### src/design/alins_pkg.sv
// Shared types and constants for the array list insert unit.
// Used by the controller, the datapath and the top level; depends on nothing.
package alins_pkg;

   localparam int CAPACITY = 64;
   localparam int ADDR_W   = $clog2(CAPACITY);
   localparam int LEN_W    = $clog2(CAPACITY + 1);
   localparam int POS_W    = 7;
   localparam int ELEM_W   = 32;
   localparam int SLOT_W   = 6;
   localparam int STAT_W   = 2;

   typedef enum logic [STAT_W-1:0] {
      ST_OK      = 2'd0,
      ST_BAD_POS = 2'd1,
      ST_FULL    = 2'd2
   } status_type;

   typedef enum logic [4:0] {
      S_IDLE  = 5'b00001,
      S_SHIFT = 5'b00010,
      S_PLACE = 5'b00100,
      S_EMIT  = 5'b01000,
      S_ERR   = 5'b10000
   } state_type;

   typedef struct packed {
      logic       load;
      logic       shift;
      logic       place;
      logic       emit;
      logic       err_load;
      status_type err_code;
   } ctl_cmd_type;

   typedef struct packed {
      logic [LEN_W-1:0] len;
      logic             shift_done;
      logic             emit_final;
      logic             err_ok;
   } dp_status_type;

endpackage

### src/design/alins_ram.sv
// Generic single write port, single read port RAM with a registered read.
// Stands alone; holds the list elements of the insert unit.
module alins_ram #(
   parameter int WIDTH = 32,
   parameter int DEPTH = 64
) (
   input  logic                     clock,
   input  logic                     wr_en,
   input  logic [$clog2(DEPTH)-1:0] wr_addr,
   input  logic [WIDTH-1:0]         wr_data,
   input  logic                     rd_en,
   input  logic [$clog2(DEPTH)-1:0] rd_addr,
   output logic [WIDTH-1:0]         rd_data
);

   logic [WIDTH-1:0] mem [DEPTH];

   always_ff @(posedge clock) begin
      if (wr_en) begin
         mem[wr_addr] <= wr_data;
      end
      if (rd_en) begin
         rd_data <= mem[rd_addr];
      end
   end

endmodule

### src/design/alins_ctrl.sv
// Controller state machine of the array list insert unit.
// Depends on alins_pkg; drives the datapath by command and reads its status.
module alins_ctrl
   import alins_pkg::*;
(
   input  logic                clock,
   input  logic                reset,
   input  logic                req_valid,
   output logic                req_stall,
   input  logic [POS_W-1:0]    req_position,
   input  dp_status_type       status,
   output ctl_cmd_type         cmd
);

   state_type        state_ff, state_in;
   status_type       err_ff, err_in;
   logic             accept;
   logic             is_full;
   logic             is_bad;
   logic [POS_W:0]   pos_ext;
   logic [POS_W:0]   limit;

   assign req_stall = (state_ff != S_IDLE);
   assign accept    = req_valid && (state_ff == S_IDLE);
   assign pos_ext   = {1'b0, req_position};
   assign limit     = (POS_W + 1)'(status.len) + (POS_W + 1)'(1);
   assign is_full   = (status.len == LEN_W'(CAPACITY));
   assign is_bad    = (req_position == '0) || (pos_ext > limit);

   always_comb begin
      state_in     = state_ff;
      err_in       = err_ff;
      cmd          = '0;
      cmd.err_code = err_ff;
      case (state_ff)
         S_IDLE: begin
            if (accept) begin
               cmd.load = 1'b1;
               if (is_full) begin
                  err_in   = ST_FULL;
                  state_in = S_ERR;
               end else if (is_bad) begin
                  err_in   = ST_BAD_POS;
                  state_in = S_ERR;
               end else begin
                  state_in = S_SHIFT;
               end
            end
         end
         S_SHIFT: begin
            cmd.shift = 1'b1;
            if (status.shift_done) begin
               state_in = S_PLACE;
            end
         end
         S_PLACE: begin
            cmd.place = 1'b1;
            state_in  = S_EMIT;
         end
         S_EMIT: begin
            cmd.emit = 1'b1;
            if (status.emit_final) begin
               state_in = S_IDLE;
            end
         end
         S_ERR: begin
            if (status.err_ok) begin
               cmd.err_load = 1'b1;
               state_in     = S_IDLE;
            end
         end
         default: begin
            state_in = S_IDLE;
         end
      endcase
   end

   always_ff @(posedge clock) begin
      if (reset) begin
         state_ff <= S_IDLE;
         err_ff   <= ST_OK;
      end else begin
         state_ff <= state_in;
         err_ff   <= err_in;
      end
   end

endmodule

### src/design/alins_dp.sv
// Datapath of the array list insert unit: length, pointers, element RAM,
// result register and skid stage. Depends on alins_pkg and alins_ram.
module alins_dp
   import alins_pkg::*;
(
   input  logic                     clock,
   input  logic                     reset,
   input  logic [POS_W-1:0]         req_position,
   input  logic signed [ELEM_W-1:0] req_value,
   input  ctl_cmd_type              cmd,
   output dp_status_type            status,
   output logic                     rsp_valid,
   input  logic                     rsp_stall,
   output logic [SLOT_W-1:0]        rsp_slot,
   output logic signed [ELEM_W-1:0] rsp_element,
   output logic                     rsp_last,
   output logic [STAT_W-1:0]        rsp_status
);

   logic [LEN_W-1:0]         len_ff, len_in;
   logic [LEN_W-1:0]         ptr_ff, ptr_in;
   logic [LEN_W-1:0]         idx_ff, idx_in;
   logic [ELEM_W-1:0]        val_ff, val_in;
   logic                     wr_pend_ff, wr_pend_in;
   logic [ADDR_W-1:0]        wr_addr_ff, wr_addr_in;
   logic                     inflight_ff, inflight_in;
   logic [ADDR_W-1:0]        fl_slot_ff, fl_slot_in;
   logic                     fl_last_ff, fl_last_in;
   logic                     out_valid_ff, out_valid_in;
   logic [ADDR_W-1:0]        out_slot_ff, out_slot_in;
   logic [ELEM_W-1:0]        out_elem_ff, out_elem_in;
   logic                     out_last_ff, out_last_in;
   status_type               out_stat_ff, out_stat_in;
   logic                     skid_valid_ff, skid_valid_in;
   logic [ADDR_W-1:0]        skid_slot_ff, skid_slot_in;
   logic [ELEM_W-1:0]        skid_elem_ff, skid_elem_in;
   logic                     skid_last_ff, skid_last_in;

   logic [LEN_W-1:0]         ptr_dec;
   logic                     shift_rd;
   logic                     can_issue;
   logic                     em_issue;
   logic                     is_final;
   logic                     pop;
   logic                     ram_wr_en;
   logic [ADDR_W-1:0]        ram_wr_addr;
   logic [ELEM_W-1:0]        ram_wr_data;
   logic                     ram_rd_en;
   logic [ADDR_W-1:0]        ram_rd_addr;
   logic [ELEM_W-1:0]        ram_rd_data;

   assign ptr_dec   = ptr_ff - LEN_W'(1);
   assign shift_rd  = cmd.shift && (ptr_ff > idx_ff);
   assign can_issue = !skid_valid_ff && !(inflight_ff && out_valid_ff && rsp_stall);
   assign em_issue  = cmd.emit && can_issue;
   assign is_final  = (ptr_ff == (len_ff - LEN_W'(1)));
   assign pop       = out_valid_ff && !rsp_stall;

   assign status.len        = len_ff;
   assign status.shift_done = (ptr_ff == idx_ff) && !wr_pend_ff;
   assign status.emit_final = can_issue && is_final;
   assign status.err_ok     = !skid_valid_ff && !inflight_ff && (!out_valid_ff || !rsp_stall);

   assign ram_wr_en   = wr_pend_ff || cmd.place;
   assign ram_wr_addr = cmd.place ? idx_ff[ADDR_W-1:0] : wr_addr_ff;
   assign ram_wr_data = cmd.place ? val_ff : ram_rd_data;
   assign ram_rd_en   = shift_rd || em_issue;
   assign ram_rd_addr = cmd.shift ? ptr_dec[ADDR_W-1:0] : ptr_ff[ADDR_W-1:0];

   alins_ram #(
      .WIDTH (ELEM_W),
      .DEPTH (CAPACITY)
   ) u_ram (
      .clock   (clock),
      .wr_en   (ram_wr_en),
      .wr_addr (ram_wr_addr),
      .wr_data (ram_wr_data),
      .rd_en   (ram_rd_en),
      .rd_addr (ram_rd_addr),
      .rd_data (ram_rd_data)
   );

   always_comb begin
      len_in      = len_ff;
      ptr_in      = ptr_ff;
      idx_in      = idx_ff;
      val_in      = val_ff;
      wr_pend_in  = shift_rd;
      wr_addr_in  = wr_addr_ff;
      inflight_in = em_issue;
      fl_slot_in  = fl_slot_ff;
      fl_last_in  = fl_last_ff;
      if (cmd.load) begin
         ptr_in = len_ff;
         idx_in = LEN_W'(req_position - POS_W'(1));
         val_in = req_value;
      end
      if (shift_rd) begin
         ptr_in     = ptr_dec;
         wr_addr_in = ptr_ff[ADDR_W-1:0];
      end
      if (cmd.place) begin
         len_in = len_ff + LEN_W'(1);
         ptr_in = '0;
      end
      if (em_issue) begin
         ptr_in     = ptr_ff + LEN_W'(1);
         fl_slot_in = ptr_ff[ADDR_W-1:0];
         fl_last_in = is_final;
      end
   end

   always_comb begin
      out_valid_in  = out_valid_ff;
      out_slot_in   = out_slot_ff;
      out_elem_in   = out_elem_ff;
      out_last_in   = out_last_ff;
      out_stat_in   = out_stat_ff;
      skid_valid_in = skid_valid_ff;
      skid_slot_in  = skid_slot_ff;
      skid_elem_in  = skid_elem_ff;
      skid_last_in  = skid_last_ff;
      if (cmd.err_load) begin
         out_valid_in = 1'b1;
         out_slot_in  = '0;
         out_elem_in  = '0;
         out_last_in  = 1'b1;
         out_stat_in  = cmd.err_code;
      end else if (skid_valid_ff) begin
         if (pop) begin
            out_slot_in   = skid_slot_ff;
            out_elem_in   = skid_elem_ff;
            out_last_in   = skid_last_ff;
            out_stat_in   = ST_OK;
            skid_valid_in = 1'b0;
         end
      end else if (inflight_ff) begin
         if (!out_valid_ff || pop) begin
            out_valid_in = 1'b1;
            out_slot_in  = fl_slot_ff;
            out_elem_in  = ram_rd_data;
            out_last_in  = fl_last_ff;
            out_stat_in  = ST_OK;
         end else begin
            skid_valid_in = 1'b1;
            skid_slot_in  = fl_slot_ff;
            skid_elem_in  = ram_rd_data;
            skid_last_in  = fl_last_ff;
         end
      end else if (pop) begin
         out_valid_in = 1'b0;
      end
   end

   always_ff @(posedge clock) begin
      if (reset) begin
         len_ff        <= '0;
         ptr_ff        <= '0;
         wr_pend_ff    <= 1'b0;
         inflight_ff   <= 1'b0;
         out_valid_ff  <= 1'b0;
         skid_valid_ff <= 1'b0;
      end else begin
         len_ff        <= len_in;
         ptr_ff        <= ptr_in;
         wr_pend_ff    <= wr_pend_in;
         inflight_ff   <= inflight_in;
         out_valid_ff  <= out_valid_in;
         skid_valid_ff <= skid_valid_in;
      end
   end

   always_ff @(posedge clock) begin
      idx_ff       <= idx_in;
      val_ff       <= val_in;
      wr_addr_ff   <= wr_addr_in;
      fl_slot_ff   <= fl_slot_in;
      fl_last_ff   <= fl_last_in;
      out_slot_ff  <= out_slot_in;
      out_elem_ff  <= out_elem_in;
      out_last_ff  <= out_last_in;
      out_stat_ff  <= out_stat_in;
      skid_slot_ff <= skid_slot_in;
      skid_elem_ff <= skid_elem_in;
      skid_last_ff <= skid_last_in;
   end

   assign rsp_valid   = out_valid_ff;
   assign rsp_slot    = SLOT_W'(out_slot_ff);
   assign rsp_element = out_elem_ff;
   assign rsp_last    = out_last_ff;
   assign rsp_status  = out_stat_ff;

endmodule

### src/design/array_list_insert_at_position_unit.sv
// Array list insert unit: inserts a value at a one-based position of a stored list
// and then streams the whole list out. Depends on alins_pkg, alins_ctrl and alins_dp.
//
// The req_ channel carries one insert per beat (position, value); a beat is taken
// when req_valid is high and req_stall is low. The rsp_ channel returns results,
// one per beat, under the same valid and stall rules.
// An accepted insert into a list of n elements at position p yields n+1 beats,
// slots 0 to n in order, status ok and last set on the final beat. An insert into
// a full store, or at a position of zero or beyond n+1, yields a single beat with
// slot 0, element 0, last set and the error status; the list is unchanged.
// The elements live in a single-port-write RAM, so the tail is moved one element
// at a time, from the end of the list down to the insert position, before the
// value is placed; the result reads then start at slot 0, and beats follow at one
// per cycle while the receiver does not stall. An error beat is loaded once the
// output and skid registers are free. req_stall stays high until every result
// read of the current insert has been issued; a new insert is taken while the
// last beats still wait at the output.
// A stalled result is held in the output register, with one skid stage behind it,
// and no beat is lost. Reset empties the list and drops any pending results.
module array_list_insert_at_position_unit
   import alins_pkg::*;
(
   input  logic                     clock,
   input  logic                     reset,
   input  logic                     req_valid,
   output logic                     req_stall,
   input  logic [POS_W-1:0]         req_position,
   input  logic signed [ELEM_W-1:0] req_value,
   output logic                     rsp_valid,
   input  logic                     rsp_stall,
   output logic [SLOT_W-1:0]        rsp_slot,
   output logic signed [ELEM_W-1:0] rsp_element,
   output logic                     rsp_last,
   output logic [STAT_W-1:0]        rsp_status
);

   ctl_cmd_type   cmd;
   dp_status_type status;

   alins_ctrl u_ctrl (
      .clock        (clock),
      .reset        (reset),
      .req_valid    (req_valid),
      .req_stall    (req_stall),
      .req_position (req_position),
      .status       (status),
      .cmd          (cmd)
   );

   alins_dp u_dp (
      .clock        (clock),
      .reset        (reset),
      .req_position (req_position),
      .req_value    (req_value),
      .cmd          (cmd),
      .status       (status),
      .rsp_valid    (rsp_valid),
      .rsp_stall    (rsp_stall),
      .rsp_slot     (rsp_slot),
      .rsp_element  (rsp_element),
      .rsp_last     (rsp_last),
      .rsp_status   (rsp_status)
   );

endmodule
### config.mk
export PLATFORM = sky130hd
export DESIGN_NAME = array_list_insert_at_position_unit
export DESIGN_NICKNAME = d
export VERILOG_FILES = /design/src/design/alins_pkg.sv /design/src/design/alins_ram.sv /design/src/design/alins_ctrl.sv /design/src/design/alins_dp.sv /design/src/design/array_list_insert_at_position_unit.sv
export SDC_FILE = /design/constraint.sdc
export NUM_CORES = 2
export LEC_CHECK = 0
export ABC_AREA = 1
export CELL_PAD_IN_SITES_DETAIL_PLACEMENT = 0
export CELL_PAD_IN_SITES_GLOBAL_PLACEMENT = 1
export CORE_MARGIN = 1.5
export CORE_UTILIZATION = 35
export DETAILED_ROUTE_END_ITERATION = 10
export DONT_BUFFER_PORTS = 1
export GPL_TIMING_DRIVEN = 0
export PLACE_DENSITY = 0.6
export SLEW_MARGIN = 20
export SYNTH_ARGS = -nofsm -noshare
export SYNTH_HDL_FRONTEND = slang
export SYNTH_HIERARCHICAL = 1
export SYNTH_SLANG_ARGS = --single-unit
### constraint.sdc
create_clock -name clock -period 9.1 [get_ports clock]
set_input_delay 0.91 -clock clock [delete_from_list [all_inputs] [get_ports clock]]
set_output_delay 0.91 -clock clock [all_outputs]
set_load 0.1 [all_outputs]
Yosys cells after proc, flatten, opt, wreduce, memory -nomap -nowiden
Memories as Yosys holds them, arrays and structs flattened. A register that Yosys moved wholly into a read port is not among the register bits.
Index checks and enable logic that the tools add are counted.
{"block": "word_totals", "reg_bits": 157, "ram_bits": 2048, "input_bits": 43, "output_inout_bits": 43, "wordCells": 136, "memories": 1}
{"name": "u_dp.u_ram.mem", "depth": 64, "word_bits": 32, "read_ports": 1, "rd_clocked_by_memory_dff": 1, "wr": 1, "line": "alins_ram.sv:16", "source": "logic [WIDTH-1:0] mem [DEPTH];"}
{"block": "op_classes", "add_sub_neg": 6, "magnitude_cmp": 2, "eq_ne": 17, "mux": 51, "n_bitwise": 3, "reduce_logical": 36}
{"cell": "two-way mux 32 bit", "count": 5}
{"cell": "two-way mux 6 bit", "count": 6}
{"cell": "two-way mux 5 bit", "count": 6}
{"cell": "two-way mux 7 bit", "count": 4}
{"cell": "one-hot mux 5 bit (5 select lines)", "count": 1}
{"cell": "two-way mux 1 bit", "count": 22}
{"cell": "subtractor 7 x 1 -> 7 bit, second input constant", "count": 3}
{"cell": "adder 7 x 1 -> 7 bit, second input constant", "count": 2}
{"cell": "equality test 7 bit", "count": 2}
{"cell": "two-way mux 2 bit", "count": 7}
{"cell": "AND reduction 3 bit", "count": 4}
{"cell": "logical AND 1 bit", "count": 11}
{"cell": "inequality test 2 bit, second input constant", "count": 5}
{"cell": "nonzero test 3 bit", "count": 3}
{"cell": "adder 7 x 1 -> 8 bit, second input constant", "count": 1}
{"cell": "greater-than comparator 7 x 8 -> 1 bit", "count": 1}
{"cell": "AND reduction 4 bit", "count": 2}
{"cell": "equality test 7 bit, second input constant", "count": 1}
{"cell": "greater-than comparator 7 bit", "count": 1}
{"cell": "zero test 7 bit", "count": 1}
{"cell": "zero test 1 bit", "count": 6}
{"cell": "inequality test 3 bit, second input constant", "count": 2}
{"cell": "nonzero test 2 bit", "count": 3}
{"cell": "equality test 5 x 1 -> 1 bit, second input constant", "count": 1}
{"cell": "other kinds (9)", "count": 15}

Logic depth before layout (Yosys ltp)
{"block": "logic_depth", "ltp_word": 8, "ltp_mapped": 18, "depth_no_buf": 16}

Modules after synthesis
The synthesis kept the hierarchy.
{"mod": "alins_ram", "n_inst": 1, "cells_each": 6769, "area_each_um2": 83058.4, "seq_area_each_um2": 62459.9}
{"mod": "alins_dp", "n_inst": 1, "cells_each": 732, "area_each_um2": 6726.5, "seq_area_each_um2": 3933.8}
{"mod": "alins_ctrl", "n_inst": 1, "cells_each": 111, "area_each_um2": 767.0, "seq_area_each_um2": 140.1}

Worst setup path before layout
Ideal clock, no wire load.
{"block": "synth_timing", "path_kind": "register to register", "startpoint": "register u_ctrl.state_ff[1]", "endpoint": "memory u_dp.u_ram.mem[49][0] (enable)", "setup_time_ps": 503, "arrival_ps": 5217, "t_required_ps": 8597, "setup_slack_ps": 3380, "stages_incl_launch_ff": 13, "path_buffers": 4, "synth_period_minus_slack_ps": 5720, "cell_sequence": "dfxtp_1 > inv_1 > nand2_1 > or2_1 > nor3_2 > buf_2 > clkbuf_1 > clkbuf_1 > nand2_1 > nand2_1 > clkbuf_1 > inv_1 > nor4_1"}
{"element": "from (decl)", "line": "alins_ctrl.sv:15", "source": "state_type state_ff, state_in;"}
{"element": "from (signal assigned)", "line": "alins_ctrl.sv:83", "source": "state_ff <= state_in;"}
{"element": "to (decl)", "line": "alins_ram.sv:16"}

==> results.ini <==
[setup_path]
crit_buf_inv = 12
cp_top_family = buffers and inverters
crit_slowest_cell = clkbuf_1
criticalPathCategory = reg -> reg
critPathRequiredTime_ns = 9.72
cp.arrival_ns = 6.44
path_cells = inv_1, nand2_1, or2_1, nor3_2, buf_2, clkbuf_1, clkbuf_1, nand2_1, nand2_1, clkbuf_1, inv_1, nor4_2, buf_4, buf_2, buf_2, buf_2, buf_2, buf_2
crit_top_cell = buf_2
crit_fanout = 10
crit_path_start_kind = register
critPathMaxStageDelay_ns = 0.77
crit_path_end_kind = register

[synth]
syn-num-nets = 7676
syn_area_um2 = 90600
synth_edf_count = 2173
netlist_instances = 7612
async_flop_share = 0
synth.avg_cell_area_um2 = 11.9
ys_ff_latch = 2237
synth_warnings = 6
synth-main-ff-cell = edfxtp_1
synth_cell_types = 45
yosysSeqAreaShare = 0.735

[hold_path]
hp-class = in -> reg

[cts]
post_cts_buffers = 0
cts_tree = done
hold_buffers = 0
numCtsBuffers = 235
cts_root_buf = clkbuf_16
cts.sink_count = 2237
cts.clk_slew.worst_paths_ns = 0.06
cts_resized = 0
cts_max_path_buffers = 3
htree_levels = 4
clk_latency_ns = 0.92

[run]
drv_cap = 0

[global_routing]
antenna_found_initial = 34
grt_use_total = 0.288
grt_start_max_net_pins = 45
grt_pass1_wl_mm = 517
overflow = 0
grt_pass1_vias = 60665

[timing]
max-slew-margin-rel = 0.0946
fin_crit_sh = 0.640
drv_slew = 0
finalSetupViolations = 0
worstMarginPinSlew_ns = 1.36
hold_viol_final = 0
rsz0062_at_grt = false
fmax_mhz = 172
finClkSkew_ns = 0.0669
post-route-min-period_ns = 5.83

[place]
dp.final_hpwl_mm = 281
routabilityCongestion = 0.967
place_inst = 11292
port_buffers = 0

[floorplanning]
die_w_um = 512
num_rows = 186
die_y_um = 512
io_pins = 86
design.core.area_um2 = 257000
die_area_um2 = 262000
start_util = 0.352

[routing]
wl_met1_mm = 157
top_layer_used = met5
wl_per_cell_um = 32.7
antenna_left = 0
firstDrtPassIters = 9
wl_met2_mm = 166
avgViaCountPerCell = 5.62
met3_length_mm = 40.8
drt_iter0_drc = 9841
vias = 65984
drc_errors = 0
drt_wl_total_mm = 384

[finish]
final_layout_size_suffix_gt1_frac = 0.134
instances_no_fill = 11736
syn2layout_area_growth_pct = 20.1
fill_cells = 23792
fin_util = 0.423
final_nets = 8209

[status]
status = finished clean

[pwr]
cellPowerDensity_nw_per_um2 = 223
p_leak_nw = 38.7
peakVddDrop_mv = 0.166

[registers in the layout (all words and copies together) (netlist names), 2 cells and up]
signal	flops
u_dp/u_ram/mem	2048
u_dp/rsp_element	32
u_dp/skid_elem_ff	32
u_dp/u_ram/rd_data	32
u_dp/val_ff	32
u_dp/idx_ff	7
u_dp/len_ff	7
u_dp/ptr_ff	7
u_dp/fl_slot_ff	6
u_dp/rsp_slot	6
u_dp/skid_slot_ff	6
u_dp/wr_addr_ff	6
u_ctrl/state_ff	5
u_ctrl/err_ff	2
u_dp/rsp_status	2
[cells in the final DEF, fill, tap and decap left out, drive strengths merged, types with 12 or more instances in the layout]
| cell | instances |
|---|---|
| nand2 | 2481 |
| edfxtp | 2173 |
| nand3 | 1951 |
| buf | 686 |
| clkbuf | 386 |
| inv | 117 |
| clkinv | 107 |
| nor2 | 95 |
| o21ai | 83 |
| dfxtp | 64 |
| a31oi | 40 |
| a21oi | 33 |
| ha | 21 |
| bufinv | 19 |
| diode | 16 |
| nand4 | 14 |
| clkinvlp | 13 |
| nor3 | 13 |
| nor4 | 12 |
[stage by stage]
stage          hold WS (ns)  instance area (um^2)  total power [mW]  worst slack (ns)   TNS, ns
3_5_place_dp          0.439                101000              14.9              3.31         0
4_1_cts              0.0252                109000              24.2              3.32         0
2_1_floorplan         0.427                 90600              13.1              3.38         0
3_3_place_gp          0.441                 94800              14.9             -5.98  -4088.91
5_1_grt              0.0443                109000              24.9              2.93         0
6_report             0.0948                109000              24.3              3.27         0
[layer usage]
layer | global-route usage | vias up
met5 | 0 | -
met4 | 0.125 | 14
met3 | 0.0631 | 728
met2 | 0.432 | 3836
met1 | 0.401 | 33260
li1 | - | 28146
[worst paths after layout]
kind	from	endpoint	slack [ns]	cells past startpoint
worst max-delay path	u_ctrl/state_ff[1]$_SDFFE_PP0P_	u_dp/u_ram/mem[49][21]$_DFFE_PP_	3.27	18
worst max register to register	u_ctrl/state_ff[1]$_SDFFE_PP0P_	u_dp/u_ram/mem[49][21]$_DFFE_PP_	3.27	18
worst min-delay path	req_value[30]	u_dp/val_ff[30]$_DFFE_PP_	0.09	0
worst min register to register	u_dp/fl_slot_ff[0]$_DFFE_PP_	u_dp/skid_slot_ff[0]$_DFFE_PP_	0.46	0
[synth_stat cells (2+ instances only)]
library cell / count / area share
inv_2: 10 / 0.00041
nor2_1: 89 / 0.0037
nand3_2: 2 / 0.00022
nor4_4: 2 / 0.00047
nand2_1: 2469 / 0.10
nor3_1: 12 / 0.00066
buf_1: 40 / 0.0017
nand2_2: 11 / 0.00076
inv_1: 104 / 0.0043
o21ai_1: 2 / 0.00011
xnor2_1: 6 / 0.00058
nand3_1: 1949 / 0.11
dfxtp_1: 64 / 0.014
nand4_1: 14 / 0.00097
ha_1: 21 / 0.0029
o21bai_1: 2 / 0.00017
buf_4: 49 / 0.0041
o21ai_0: 81 / 0.0045
xor2_1: 11 / 0.0011
edfxtp_1: 2173 / 0.72
a31oi_1: 40 / 0.0028
a21oi_2: 2 / 0.00019
clkbuf_1: 98 / 0.0041
nor4_1: 9 / 0.00062
nor2_4: 3 / 0.00037
buf_2: 294 / 0.016
nor2_2: 2 / 0.00014
buf_6: 5 / 0.00062
a21oi_1: 30 / 0.0017
buf_8: 2 / 0.00033
or2_2: 2 / 0.00014
[layout make-up]
| cell class | instances | area [um^2] | area share |
|---|---|---|---|
| Antenna cell | 16 | 40.0 | 0.000368 |
| Buffer | 488 | 2460 | 0.0226 |
| Clock buffer | 288 | 6090 | 0.0560 |
| Clock inverter | 140 | 1420 | 0.0130 |
| Inverter | 116 | 438 | 0.00403 |
| Multi-Input combinational cell | 4771 | 22000 | 0.202 |
| Sequential cell | 2237 | 66500 | 0.612 |
| Tap cell | 3384 | 4230 | 0.0389 |
| Timing Repair Buffer | 296 | 5530 | 0.0508 |
[report_power, final]
group	internal [mW]	switching, mW	total [mW]
Sequential	11.2	0.0808	11.3
Combinational	0.743	2.76	3.51
Clock	5.29	4.18	9.47
[logic make-up after synthesis]
logic type	share of synthesized area
flops	0.735
buf+inv	0.0318
compound gates	0.00989
xor+xnor	0.00164
fa+ha+maj	0.00290
simple gates	0.219
(Power assumes the default switching activity.)
